**config.mk**
```make
export PLATFORM = sky130hd
export DESIGN_NAME = servo_command_packet_framer_unit_flat
export DESIGN_NICKNAME = d
export VERILOG_FILES = /design/src/hw/rtl/scpf_pkg.sv /design/src/hw/rtl/scpf_cmd_if.sv /design/src/hw/rtl/scpf_byte_if.sv /design/src/hw/rtl/servo_command_packet_framer_unit.sv /design/src/hw/rtl/scpf_frame_build.sv /design/src/hw/rtl/scpf_cell.sv /design/src/flat_wrapper.sv
export SDC_FILE = /design/constraint.sdc
export NUM_CORES = 1
export LEC_CHECK = 0
export BUFFER_PORTS_ARGS = -buffer_cell sky130_fd_sc_hd__buf_2
export CORE_MARGIN = 2
export CORE_UTILIZATION = 35
export CTS_BUF_LIST = sky130_fd_sc_hd__clkbuf_4 sky130_fd_sc_hd__clkbuf_8
export CTS_CLUSTER_SIZE = 28
export DETAILED_ROUTE_END_ITERATION = 10
export GPL_TIMING_DRIVEN = 0
export HOLD_SLACK_MARGIN = 0.05
export PLACE_DENSITY = 0.64
export SETUP_SLACK_MARGIN = 0.15
export SYNTH_ARGS = -nofsm -noshare
export SYNTH_HDL_FRONTEND = slang
export SYNTH_SLANG_ARGS = --single-unit
```
**constraint.sdc**
```tcl
create_clock -name clk -period 6.9 [get_ports clk]
set_input_delay 0.345 -clock clk [delete_from_list [all_inputs] [get_ports clk]]
set_output_delay 0.345 -clock clk [all_outputs]
set_load 0.005 [all_outputs]
```
**src/hw/rtl/scpf_pkg.sv**
```systemverilog
// Shared types and constants for the servo command packet framer.
package scpf_pkg;

	localparam int BYTE_W              = 8;
	localparam int PAYLOAD_W           = 32;
	localparam int PAYLOAD_FIELD_BYTES = PAYLOAD_W / BYTE_W;
	localparam int COUNT_W             = 3;
	localparam int FIXED_BYTES         = 7;

	localparam logic [BYTE_W-1:0] HDR_FIRST  = 8'hFA;
	localparam logic [BYTE_W-1:0] HDR_SECOND = 8'hAF;

	// one slot of the shift row
	typedef struct packed {
		logic              vld;
		logic              lst;
		logic [BYTE_W-1:0] data;
	} slot_t;

endpackage

```
**src/hw/rtl/scpf_cmd_if.sv**
```systemverilog
// Command channel: one servo command per beat.
interface scpf_cmd_if;
	logic                               valid;
	logic                               ready;
	logic [scpf_pkg::BYTE_W-1:0]        servo_id;
	logic [scpf_pkg::BYTE_W-1:0]        flags;
	logic [scpf_pkg::BYTE_W-1:0]        address;
	logic [scpf_pkg::BYTE_W-1:0]        item_length;
	logic [scpf_pkg::BYTE_W-1:0]        item_count;
	logic [scpf_pkg::PAYLOAD_W-1:0]     payload;
	logic [scpf_pkg::COUNT_W-1:0]       payload_bytes;

	modport source (
		output valid, servo_id, flags, address, item_length, item_count, payload,
			payload_bytes,
		input  ready
	);
	modport sink (
		input  valid, servo_id, flags, address, item_length, item_count, payload,
			payload_bytes,
		output ready
	);
endinterface

```
**src/hw/rtl/scpf_byte_if.sv**
```systemverilog
// Byte channel: one packet byte per beat.
interface scpf_byte_if;
	logic                        valid;
	logic                        ready;
	logic [scpf_pkg::BYTE_W-1:0] packet_byte;
	logic                        last_byte;

	modport source (
		output valid, packet_byte, last_byte,
		input  ready
	);
	modport sink (
		input  valid, packet_byte, last_byte,
		output ready
	);
endinterface

```
**src/hw/rtl/servo_command_packet_framer_unit.sv**
```systemverilog
// Servo command packet framer: command in, short-packet byte stream out.
//
// Each accepted command becomes one packet of 8 to 12 bytes: 0xFA, 0xAF, id,
// flags, address, length, count, the payload bytes low byte first (payload_bytes
// of them, clamped to MAX_PAYLOAD_BYTES and to the four bytes of the payload
// field), then the XOR of every byte from id through the last payload byte,
// marked with last_byte. Bytes leave one per beat. A command is loaded in
// parallel into a row of byte cells which then shift one place per cycle
// towards the output while the sink is ready or cell 0 is empty; cell 0 is
// the output register. A new command is taken in the cycle the final byte of
// the previous packet is handed over, so with an always-ready sink packets
// follow gaplessly. The rate is set by the single byte-wide output port.
// First byte appears in the cycle after the command beat. No state survives
// between commands.
module servo_command_packet_framer_unit #(
	parameter int MAX_PAYLOAD_BYTES = 4
) (
	input  logic         clk,
	input  logic         arst_n,
	scpf_cmd_if.sink     cmd,
	scpf_byte_if.source  pkt
);

	// payload slots actually usable
	localparam int PL_LIM = (MAX_PAYLOAD_BYTES < scpf_pkg::PAYLOAD_FIELD_BYTES) ?
		MAX_PAYLOAD_BYTES : scpf_pkg::PAYLOAD_FIELD_BYTES;
	localparam int DEPTH  = scpf_pkg::FIXED_BYTES + PL_LIM + 1;

	scpf_pkg::slot_t row   [DEPTH];
	scpf_pkg::slot_t cells [DEPTH];
	logic [DEPTH-1:0] vld;
	logic             load;
	logic             shift;

	scpf_frame_build #(
		.PL_LIM(PL_LIM)
	) u_build (
		.servo_id      (cmd.servo_id),
		.flags         (cmd.flags),
		.address       (cmd.address),
		.item_length   (cmd.item_length),
		.item_count    (cmd.item_count),
		.payload       (cmd.payload),
		.payload_bytes (cmd.payload_bytes),
		.row           (row)
	);

	always_comb begin
		for (int i = 0; i < DEPTH; i++) begin
			vld[i] = cells[i].vld;
		end
	end

	// Row advances whenever the head byte leaves or the head is empty.
	assign shift = pkt.ready | ~vld[0];
	// Take a new command once nothing but the head byte remains and it is leaving or absent.
	assign cmd.ready = ~(|vld[DEPTH-1:1]) & shift;
	assign load      = cmd.valid & cmd.ready;

	for (genvar i = 0; i < DEPTH; i++) begin : g_cell
		scpf_pkg::slot_t nxt;
		if (i == DEPTH - 1) begin : g_tail
			assign nxt = '0;
		end else begin : g_mid
			assign nxt = cells[i+1];
		end

		scpf_cell u_cell (
			.clk      (clk),
			.arst_n   (arst_n),
			.load     (load),
			.shift    (shift),
			.load_val (row[i]),
			.nxt      (nxt),
			.cur      (cells[i])
		);
	end

	assign pkt.valid       = cells[0].vld;
	assign pkt.packet_byte = cells[0].data;
	assign pkt.last_byte   = cells[0].lst;

endmodule

```
**src/hw/rtl/scpf_frame_build.sv**
```systemverilog
// Lays out one command as a row of packet slots, checksum included.
module scpf_frame_build #(
	parameter int PL_LIM = 4
) (
	input  logic [scpf_pkg::BYTE_W-1:0]    servo_id,
	input  logic [scpf_pkg::BYTE_W-1:0]    flags,
	input  logic [scpf_pkg::BYTE_W-1:0]    address,
	input  logic [scpf_pkg::BYTE_W-1:0]    item_length,
	input  logic [scpf_pkg::BYTE_W-1:0]    item_count,
	input  logic [scpf_pkg::PAYLOAD_W-1:0] payload,
	input  logic [scpf_pkg::COUNT_W-1:0]   payload_bytes,
	output scpf_pkg::slot_t                row [scpf_pkg::FIXED_BYTES + PL_LIM + 1]
);

	localparam int DEPTH = scpf_pkg::FIXED_BYTES + PL_LIM + 1;

	logic [scpf_pkg::COUNT_W-1:0] cnt;
	logic [scpf_pkg::BYTE_W-1:0]  pl_byte [PL_LIM];
	logic [scpf_pkg::BYTE_W-1:0]  csum;

	// clamp to what the row can hold
	assign cnt = (payload_bytes > scpf_pkg::COUNT_W'(PL_LIM)) ?
		scpf_pkg::COUNT_W'(PL_LIM) : payload_bytes;

	always_comb begin
		for (int j = 0; j < PL_LIM; j++) begin
			pl_byte[j] = payload[j*scpf_pkg::BYTE_W +: scpf_pkg::BYTE_W];
		end
	end

	always_comb begin
		csum = servo_id ^ flags ^ address ^ item_length ^ item_count;
		for (int j = 0; j < PL_LIM; j++) begin
			if (scpf_pkg::COUNT_W'(j) < cnt) begin
				csum = csum ^ pl_byte[j];
			end
		end
	end

	always_comb begin
		for (int i = 0; i < DEPTH; i++) begin
			row[i] = '0;
		end
		row[0] = '{vld: 1'b1, lst: 1'b0, data: scpf_pkg::HDR_FIRST};
		row[1] = '{vld: 1'b1, lst: 1'b0, data: scpf_pkg::HDR_SECOND};
		row[2] = '{vld: 1'b1, lst: 1'b0, data: servo_id};
		row[3] = '{vld: 1'b1, lst: 1'b0, data: flags};
		row[4] = '{vld: 1'b1, lst: 1'b0, data: address};
		row[5] = '{vld: 1'b1, lst: 1'b0, data: item_length};
		row[6] = '{vld: 1'b1, lst: 1'b0, data: item_count};
		for (int j = 0; j <= PL_LIM; j++) begin
			if (j < PL_LIM && scpf_pkg::COUNT_W'(j) < cnt) begin
				row[scpf_pkg::FIXED_BYTES + j] = '{vld: 1'b1, lst: 1'b0, data: pl_byte[j]};
			end else if (scpf_pkg::COUNT_W'(j) == cnt) begin
				row[scpf_pkg::FIXED_BYTES + j] = '{vld: 1'b1, lst: 1'b1, data: csum};
			end
		end
	end

endmodule

```
**src/hw/rtl/scpf_cell.sv**
```systemverilog
// One slot of the output shift row: parallel load, shift towards the port.
module scpf_cell (
	input  logic            clk,
	input  logic            arst_n,
	input  logic            load,
	input  logic            shift,
	input  scpf_pkg::slot_t load_val,
	input  scpf_pkg::slot_t nxt,
	output scpf_pkg::slot_t cur
);

	logic                        vld_q;
	logic                        lst_q;
	logic [scpf_pkg::BYTE_W-1:0] data_q;

	always_ff @(posedge clk or negedge arst_n) begin
		if (!arst_n) begin
			vld_q <= 1'b0;
		end else if (load) begin
			vld_q <= load_val.vld;
		end else if (shift) begin
			vld_q <= nxt.vld;
		end
	end

	always_ff @(posedge clk) begin
		if (load) begin
			lst_q  <= load_val.lst;
			data_q <= load_val.data;
		end else if (shift) begin
			lst_q  <= nxt.lst;
			data_q <= nxt.data;
		end
	end

	assign cur = '{vld: vld_q, lst: lst_q, data: data_q};

endmodule

```
**src/flat_wrapper.sv**
```systemverilog
// flat-port wrapper written by rule: the top's interface ports become plain ports
module servo_command_packet_framer_unit_flat 
#(
	parameter int MAX_PAYLOAD_BYTES = 4
)
  (clk, arst_n, cmd_valid, cmd_servo_id, cmd_flags, cmd_address, cmd_item_length, cmd_item_count, cmd_payload, cmd_payload_bytes, cmd_ready, pkt_valid, pkt_packet_byte, pkt_last_byte, pkt_ready);
  scpf_cmd_if cmd_i ();
  scpf_byte_if pkt_i ();
  input  logic clk;
  input  logic arst_n;
  input wire logic [$bits(cmd_i.valid)-1:0] cmd_valid;
  input wire logic [$bits(cmd_i.servo_id)-1:0] cmd_servo_id;
  input wire logic [$bits(cmd_i.flags)-1:0] cmd_flags;
  input wire logic [$bits(cmd_i.address)-1:0] cmd_address;
  input wire logic [$bits(cmd_i.item_length)-1:0] cmd_item_length;
  input wire logic [$bits(cmd_i.item_count)-1:0] cmd_item_count;
  input wire logic [$bits(cmd_i.payload)-1:0] cmd_payload;
  input wire logic [$bits(cmd_i.payload_bytes)-1:0] cmd_payload_bytes;
  output wire logic [$bits(cmd_i.ready)-1:0] cmd_ready;
  output wire logic [$bits(pkt_i.valid)-1:0] pkt_valid;
  output wire logic [$bits(pkt_i.packet_byte)-1:0] pkt_packet_byte;
  output wire logic [$bits(pkt_i.last_byte)-1:0] pkt_last_byte;
  input wire logic [$bits(pkt_i.ready)-1:0] pkt_ready;
  assign cmd_i.valid = cmd_valid;
  assign cmd_i.servo_id = cmd_servo_id;
  assign cmd_i.flags = cmd_flags;
  assign cmd_i.address = cmd_address;
  assign cmd_i.item_length = cmd_item_length;
  assign cmd_i.item_count = cmd_item_count;
  assign cmd_i.payload = cmd_payload;
  assign cmd_i.payload_bytes = cmd_payload_bytes;
  assign cmd_ready = cmd_i.ready;
  assign pkt_valid = pkt_i.valid;
  assign pkt_packet_byte = pkt_i.packet_byte;
  assign pkt_last_byte = pkt_i.last_byte;
  assign pkt_i.ready = pkt_ready;
  servo_command_packet_framer_unit #(.MAX_PAYLOAD_BYTES(MAX_PAYLOAD_BYTES)) u_core (.clk(clk), .arst_n(arst_n), .cmd(cmd_i), .pkt(pkt_i));
endmodule
```
==> run summary, run 1 <==
Top Ports = 90
r2r setup slk = 4.57 ns
Vias/cell = 4.99
Worst-path clk slew = 0.07 ns
worst setup path class = reg -> reg
Yosys cell types = 52
Cells after Synth = 594
Power Dens Cells = 343 nW/um2
worst-case hold path end point = u_core.g_cell[3].u_cell.data_q[1]$_DFFE_PP_
DRC violations left = 0
relative slew slack = 60.5%
# nets final = 781
GRT overflow = 0
Max H-tree Level = 4
Lkg Pwr = 3.11 nW
Clock Skew = 0.0108 ns
Pwr Total = 2.48 mW
hold depth = 3
VDD IR max = 0.000169 V
MaxCap Viol Count = 0
crit-path max FO = 10
DR vias = 4702
first-pass GRT wire length = 24800 um
Critical Path AT = 2.59 ns
deepest clock path buffer count = 2
DRT iter0 DRCs = 384
Crit Reg-Reg Startpoint = u_core.g_cell[0].u_cell.vld_q$_DFFE_PN0P_
Seq cells post-synth = 120
Req. time, crit path = 7.17 ns
non-filler cells, final = 942
share of synthesized flip-flops with an asynchronous set or reset = 10.0%
Worst R2R Path Depth = 9
full die area = 18400 um2
drt first pass iters = 5
pre-CTS setup slack = 4.50 ns
min-delay src = cmd_flags[1]
Worst Tran Pin Value = 0.593 ns
DRT met1 WL = 7340 um
crit path launch type = flip-flop
DR WL/cell = 16.8 um
Slew Viols, Final = 0
syn avg cell area = 10.2 um2
Syn-to-layout area delta = 19.2%
Die H = 136 um
Initial Util = 35.5%
share of cells above drive strength 1 = 24.9%
Post-Syn Area = 6080 um2
Post-DP Area = 6830 um2
setup TNS = 0 ns
CP endpoint kind = flip-flop
Highest Clock Rate = 430 MHz
hold_ws = 0.186 ns
final setup margin = 4.57 ns
Fin. Hold Viols = 0
Met2 Wirelength = 7450 um
clock sinks = 120
RePlAce Congestion = 0.849
dpl cells = 907
Setup crit start = u_core.g_cell[0].u_cell.vld_q$_DFFE_PN0P_
clk_lat worst skew = 0.45 ns
vias in the first global route = 4472
count of final setup violators = 0
CTS Buf Count = 17
largest net degree at the start of global routing = 69
EDFF count, synth = 85
Final Core Density = 42.3%
PortBufs = 87
sequential element share of the synthesized area = 54.5%
DIE WIDTH = 136 um
Core Area = 17100 um2
Syn Nets = 673
Rows = 48
Final min period = 2.33 ns
GRT Util Overall = 18.1%
fin area = 7240 um2
Root Buffer = clkbuf_8
status = complete, no violations
met3 routed WL = 804 um
RSZ-0062 raised after global routing = false
period utilization = 33.7%
Hold/Removal Path Class = in -> reg
worst reg2reg path endpoint = u_core.g_cell[10].u_cell.data_q[5]$_DFFE_PP_
Synth warnings = 0
ys flop type = edfxtp_1
Total Wirelength = 15800 um
initial antenna violation count = 1
Top Metal Used = met4
CTS tree = yes
Final ANT Viol Nets = 0
DPL Wire Length = 11300 um
## cell families after synthesis
| logic type | synth area share (%) |
|---|---|
| AO/OA/AOI/OAI | 12.0 |
| flip-flops | 54.5 |
| XOR/XNOR | 9.39 |
| multiplexers | 0.988 |
| AND/OR/NAND/NOR | 19.5 |
| buffers and inverters | 3.60 |
## synthesized netlist by cell type (8+ instances only)
library cell	count	area share, %
nor2_1	27	1.7
buf_2	16	1.3
nand2_1	205	13
o211ai_1	8	0.99
xor2_1	14	2.0
dfxtp_1	23	7.6
o21ai_0	24	2.0
dfrtp_1	12	4.9
xnor2_1	25	3.6
nand3_1	23	1.9
a21oi_1	22	1.8
edfxtp_1	85	42
clkbuf_1	14	0.86
## cell type report
cell class | count | area [um2]
plain buffers | 36 | 204
clock inverters | 8 | 97.6
flip-flops and latches | 120 | 3310
repair buffers | 89 | 473
well taps | 225 | 282
diodes | 2 | 5.00
multi-input cells | 433 | 2550
inverters | 5 | 18.8
clock buffers | 24 | 305
fillers | 1717 | 9870
## routing by layer
layer	vias to the layer above	track usage, %
met4	0	5.67
met1	2265	25.2
li1	2288	-
met3	19	3.85
met5	-	0
met2	130	28.3
## layout by cell type (no fill, tap or decap), types with 14 or more instances in the layout
master and count:
nand3_1 23, nor2_1 27, buf_2 103, edfxtp_1 85, xor2_1 14, a21oi_1 22
o21ai_0 24, xnor2_1 25, dfxtp_1 23, nand2_1 205, clkbuf_8 20
## critical path, stage by stage (launching register included)
cell	delay, ns
dfrtp_1	0.37
nor2b_1	0.12
buf_2	0.17
inv_2	0.17
nand3_2	0.16
nor3_2	0.28
nand2_1	0.39
inv_2	0.31
a22oi_1	0.09
o21ai_0	0.09
## registers in the layout, indices dropped and copies added (netlist names)
name and count:
u_core.g_cell.u_cell.data_q 96, u_core.g_cell.u_cell.lst_q 12, u_core.g_cell.u_cell.vld_q 12
## where the power goes
group          switching (mW)  internal (mW)
clock network           0.287          0.364
registers               0.104           1.12
logic                   0.351          0.258
total                   0.742           1.74
## what timing repair did
| item | CTS | global route |
|---|---|---|
| gates resized for setup | 0 | 0 |
| hold buffers | 1 | 0 |
| hold endpoints to repair | 12 | 0 |
| buffers inserted | 0 | 0 |
## worst max path at each step
stage | slack, ns | endpoint | cells after the start
2_1_floorplan | 3.15 | u_core.g_cell[10].u_cell.data_q[0]$_DFFE_PP_ | 4
3_3_place_gp | 1.57 | u_core.g_cell[1].u_cell.data_q[7]$_SDFFE_PP1N_ | 6
3_5_place_dp | 4.50 | u_core.g_cell[8].u_cell.data_q[3]$_DFFE_PP_ | 8
4_1_cts | 4.59 | u_core.g_cell[10].u_cell.data_q[5]$_DFFE_PP_ | 9
5_1_grt | 4.36 | u_core.g_cell[10].u_cell.data_q[5]$_DFFE_PP_ | 9
6_report | 4.57 | u_core.g_cell[10].u_cell.data_q[5]$_DFFE_PP_ | 9
(Power assumes the default switching activity.)
==> run 2: changes to the inputs <==
- clock period: 6.9 -> 2.3 ns (I/O delays scaled with it)
==> run summary, run 2 (same netlist as run 1, synthesis figures left out) <==
GRT overflow = 0
CTS Buf Count = 17
top flop regs = u_core.g_cell.u_cell.data_q x96, u_core.g_cell.u_cell.lst_q x12, u_core.g_cell.u_cell.vld_q x12
Critical Path AT = 2.32 ns
Highest Clock Rate = 488 MHz
Top reg by flops = u_core.g_cell.u_cell.data_q
crit path cell chain = nor2b_1, buf_2, inv_4, nand3_2, nor3_4, buf_12, buf_6, nand3_4, o221ai_1
drt first pass iters = 5
Syn-to-layout area delta = 29.9%
Rows = 48
DR vias = 4862
Power Dens Cells = 949 nW/um2
Largest register FFs = 96
Core Area = 17100 um2
Top Ports = 90
deepest clock path buffer count = 2
status = complete, no violations
r2r setup slk = 0.25 ns
Vias/cell = 4.86
commonest non-fill, non-tap cell in the layout = nand2_1
vias in the first global route = 4745
RePlAce Congestion = 0.866
final setup margin = 0.251 ns
Largest stage delay, worst path = 0.37 ns
period utilization = 89.1%
CP endpoint kind = flip-flop
fill count = 1634
Total Wirelength = 16100 um
Final min period = 2.05 ns
largest net degree at the start of global routing = 95
RSZ-0062 raised after global routing = false
Slowest-stage cell, CP = dfrtp_1
# diodes = 0
full die area = 18400 um2
# nets final = 841
crit-path max FO = 10
DPL Wire Length = 11200 um
crit path launch type = flip-flop
DRC violations left = 0
Crit Reg-Reg Startpoint = u_core.g_cell[0].u_cell.vld_q$_DFFE_PN0P_
worst reg2reg path endpoint = u_core.g_cell[8].u_cell.data_q[5]$_DFFE_PP_
PortBufs = 87
GRT Util Overall = 18.4%
min-delay src = cmd_payload[4]
hold depth = 3
count of final setup violators = 0
worst-case hold path end point = u_core.g_cell[7].u_cell.data_q[4]$_DFFE_PP_
commonest non-fill, non-tap cells in the layout = 203 x nand2_1, 103 x buf_2, 85 x edfxtp_1
Clock Skew = 0.0104 ns
Slew Viols, Final = 0
Final ANT Viol Nets = 0
hold_ws = 0.107 ns
worst setup path class = reg -> reg
share of cells above drive strength 1 = 24.5%
DIE WIDTH = 136 um
Fin. Hold Viols = 0
Initial Util = 35.5%
Worst R2R Path Depth = 9
Hold/Removal Path Class = in -> reg
DRT iter0 DRCs = 346
VDD IR max = 0.000579 V
Worst Tran Pin Value = 0.783 ns
MaxCap Viol Count = 0
Die H = 136 um
first-pass GRT wire length = 25400 um
Req. time, crit path = 2.57 ns
clock sinks = 120
relative slew slack = 47.8%
Root Buffer = clkbuf_8
CTS tree = yes
initial antenna violation count = 0
Max H-tree Level = 4
Lkg Pwr = 3.39 nW
clk_lat worst skew = 0.45 ns
pre-CTS setup slack = -0.0282 ns
Worst-path clk slew = 0.08 ns
DR WL/cell = 16.1 um
Setup crit start = u_core.g_cell[0].u_cell.vld_q$_DFFE_PN0P_
run 2: changes by cell type in the layout (fill, tap and decap cells not counted), moves of 3 or more:
cell	previous run	this run
dlygate4sd3_1	1	57
inv_4	0	5
nand3_4	0	3
clkbuf_1	13	10
clkbuf_4	5	2
buf_4	0	4
run 2: critical path: cells and delay by family, from the launching register on:
family                 cells  cell delay, ns
AND/OR/NAND/NOR            4            0.68
AO/OA/AOI/OAI              1            0.24
flip-flops                 1            0.37
buffers and inverters      4            0.56
run 2: where the power goes:
group | switching (mW) | total, mW | internal, mW
Combinational | 1.07 | 1.89 | 0.825
Sequential | 0.325 | 3.68 | 3.36
Clock | 0.896 | 1.92 | 1.03
Total | 2.29 | 7.50 | 5.21
run 2: area by class of cell:
cell class | instances | area (um2) | share of cell area, %
multi-input combinational | 433 | 2610 | 33.0
inverter | 5 | 23.8 | 0.301
buffer | 36 | 225 | 2.85
clock inverter | 12 | 121 | 1.54
sequential | 120 | 3310 | 42.0
clock buffer | 20 | 269 | 3.41
timing repair buffer | 149 | 1050 | 13.3
tap | 225 | 282 | 3.56
run 2: layer usage:
layer  GRT usage [%]  share of wire, %  wire length, um  vias up
li1                -                 -                -     2404
met3            4.64               5.4              873       17
met1            25.3                46             7460     2290
met2            28.5                47             7550      151
met4            5.96               1.5              240        0
met5               0                 0                0        -
run 2: worst max-delay path by stage:
stage	endpoint	slack, ns	depth (start not counted)
2_1_floorplan	u_core.g_cell[10].u_cell.data_q[0]$_DFFE_PP_	0.40	4
3_3_place_gp	u_core.g_cell[11].u_cell.data_q[3]$_SDFFCE_PN0P_	-0.02	4
3_5_place_dp	u_core.g_cell[11].u_cell.data_q[3]$_SDFFCE_PN0P_	-0.03	4
4_1_cts	u_core.g_cell[2].u_cell.data_q[7]$_DFFE_PP_	0.18	9
5_1_grt	u_core.g_cell[8].u_cell.data_q[5]$_DFFE_PP_	0.15	9
6_report	u_core.g_cell[8].u_cell.data_q[5]$_DFFE_PP_	0.25	9
run 2: repair_timing:
action | in CTS | in global routing
pin swaps | 1 | 1
gates cloned | 0 | 1
resized for setup | 12 | 11
hold buffers | 57 | 0
setup buffers | 1 | 3
hold endpoints to repair | 72 | 0
setup endpoints to repair | 148 | 77
run 2: through the flow:
| stage | setup TNS (ns) | total power, mW | instance area [um2] | cells | util, % |
|---|---|---|---|---|---|
| after global routing | 0 | 7.95 | 7900 | 1000 | 46.1 |
| after floorplan | 0 | 4.92 | 6080 | 594 | - |
| final | 0 | 7.50 | 7900 | 1000 | 46.1 |
| after CTS | 0 | 7.52 | 7810 | 996 | 45.6 |
| after global placement | -1.29 | 5.46 | 6800 | 906 | 39.7 |
| after detailed placement | -1.76 | 5.52 | 6800 | 906 | 39.7 |
==> run 3: changes to the inputs <==
- ABC_AREA: unset -> 1
- SLEW_MARGIN: unset -> 15
==> run summary, run 3 <==
Post-synth top cells = 329 x nand2_1, 85 x edfxtp_1, 80 x inv_1
Largest register FFs = 96
first-pass GRT wire length = 26000 um
DPL Wire Length = 11600 um
Req. time, crit path = 2.49 ns
VDD IR max = 0.000655 V
DRC violations left = 0
RSZ-0062 raised after global routing = true
sequential element share of the synthesized area = 53.2%
Rows = 48
relative slew slack = 61.1%
Post-Syn Area = 6230 um2
share of synthesized flip-flops with an asynchronous set or reset = 10.0%
Vias/cell = 4.75
setup TNS = 0 ns
Hold/Removal Path Class = in -> reg
count of final setup violators = 0
Clock Skew = 0.0120 ns
CTS Buf Count = 17
# nets final = 987
GRT Util Overall = 18.4%
Top reg by flops = u_core.g_cell.u_cell.data_q
Core Area = 17400 um2
largest net degree at the start of global routing = 95
Seq cells post-synth = 120
cell taking the most area after synthesis = edfxtp_1
worst setup path class = reg -> reg
syn avg cell area = 8.07 um2
Synth warnings = 0
status = complete, no violations
Cells after Synth = 772
Max H-tree Level = 4
DR WL/cell = 14.4 um
GRT overflow = 0
crit path launch type = flip-flop
clock sinks = 120
share of Yosys cell area claimed by the top area cell type = 41.0%
most area-consuming cells after synthesis = edfxtp_1 41%, nand2_1 20%, dfxtp_1 7.4%, dfrtp_1 4.8%, inv_1 4.8%
top flop regs = u_core.g_cell.u_cell.data_q x96, u_core.g_cell.u_cell.lst_q x12, u_core.g_cell.u_cell.vld_q x12
vias in the first global route = 5090
Final ANT Viol Nets = 0
MaxCap Viol Count = 0
Syn-to-layout area delta = 23.8%
DIE WIDTH = 137 um
RePlAce Congestion = 0.848
full die area = 18900 um2
DRT iter0 DRCs = 474
most common cell in the netlist = nand2_1
pre-CTS setup slack = 0.140 ns
Root Buffer = clkbuf_8
crit-path max FO = 10
Yosys cell types = 29
period utilization = 86.0%
commonest non-fill, non-tap cells in the layout = 329 x nand2_1, 101 x buf_2, 85 x edfxtp_1
share of cells above drive strength 1 = 18.8%
Critical Path AT = 2.17 ns
CP endpoint kind = flip-flop
Total Wirelength = 16500 um
Power Dens Cells = 1120 nW/um2
Die H = 137 um
Final Core Density = 44.4%
final setup margin = 0.322 ns
Top Ports = 90
Slew Viols, Final = 0
Lkg Pwr = 3.81 nW
commonest non-fill, non-tap cell in the layout = nand2_1
Pwr Total = 8.64 mW
Highest Clock Rate = 505 MHz
ys flop type = edfxtp_1
Post-CTS Setup Bufs = 0
non-filler cells, final = 1147
DR vias = 5450
Initial Util = 35.9%
deepest clock path buffer count = 2
Syn Nets = 851
initial antenna violation count = 1
clk_lat worst skew = 0.44 ns
drt first pass iters = 5
EDFF count, synth = 85
Fin. Hold Viols = 0
Worst-path clk slew = 0.07 ns
CTS tree = yes
Final min period = 1.98 ns
PortBufs = 89
dpl cells = 1086
Worst Tran Pin Value = 0.579 ns
[run 3: changes by cell type after synthesis, moves of 7 or more]
cell	previous run	this run
nand2_2	0	16
o221ai_1	7	0
nand3_1	23	44
o21ai_0	24	50
xnor2_1	25	10
a21oi_1	22	6
a22oi_1	7	0
o221ai_2	7	0
o211ai_1	8	15
nand2_1	205	329
inv_1	3	80
[run 3: through the flow]
step,hold slack [ns],area (um2)
after CTS,0.0504,7690
after global placement,0.00794,6960
after global routing,0.0599,7710
final,0.0596,7710
after floorplan,-0.181,6240
after detailed placement,0.00667,6970
[run 3: worst paths after layout]
kind | endpoint | cells past startpoint | startpoint | slack (ns)
max in group asynchronous | u_core.g_cell[11].u_cell.vld_q$_DFFE_PN0P_ | 2 | arst_n | 1.99
setup reg to reg | u_core.g_cell[7].u_cell.data_q[0]$_DFFE_PP_ | 12 | u_core.g_cell[5].u_cell.vld_q$_DFFE_PN0P_ | 0.32
hold / removal | u_core.g_cell[4].u_cell.data_q[1]$_DFFE_PP_ | 3 | cmd_address[1] | 0.06
hold reg to reg | u_core.g_cell[1].u_cell.data_q[5]$_SDFFE_PP1N_ | 2 | u_core.g_cell[2].u_cell.data_q[5]$_DFFE_PP_ | 0.47
min in group asynchronous | u_core.g_cell[9].u_cell.vld_q$_DFFE_PN0P_ | 2 | arst_n | 0.09
setup / recovery | u_core.g_cell[7].u_cell.data_q[0]$_DFFE_PP_ | 12 | u_core.g_cell[5].u_cell.vld_q$_DFFE_PN0P_ | 0.32
[run 3: critical path, stage by stage (launching register included)]
cell,delay (ns)
dfrtp_1,0.37
inv_1,0.07
nand4_1,0.09
nor3_1,0.15
nand2_1,0.10
inv_2,0.07
nand2_2,0.15
inv_1,0.11
buf_4,0.20
buf_4,0.21
nand2_1,0.06
o21ai_0,0.08
nand2_1,0.07
[run 3: cell families (layout without fill, tap and decap cells)]
family                 Yosys count  after routing  share of synthesized area, %
buffers and inverters          114            263                          7.35
other                            0              1                             0
AO/OA/AOI/OAI                   80             80                          7.31
AND/OR/NAND/NOR                430            430                          28.2
XOR/XNOR                        28             28                          3.93
flip-flops                     120            120                          53.2
[run 3: final cells by class]
type                            instances  area (um2)
Clock inverter                          8         119
Fill cell                            1711        9640
Multi-Input combinational cell        538        2470
Clock buffer                           24         305
Antenna cell                            1        2.50
Timing Repair Buffer                  117         726
Buffer                                 30         179
Tap cell                              225         282
Inverter                               84         315
Sequential cell                       120        3310
[run 3: where the power goes]
group | internal [mW] | switching (mW)
Sequential | 3.68 | 0.336
Combinational | 0.998 | 1.59
Clock | 1.20 | 0.832
[run 3: routing by layer]
metal,routed length (um),global-route usage (%),vias to the layer above
met1,7640,24.4,2534
met5,0,0,-
met3,831,3.94,19
li1,-,-,2755
met2,7720,30.3,142
met4,325,5.27,0
[run 3: timing repair]
action,4_1_cts,5_1_grt
gates resized for setup,3,22
endpoints found under the setup margin,12,41
pin swaps,0,0
hold buffers,28,0
endpoints found under the hold margin,39,0
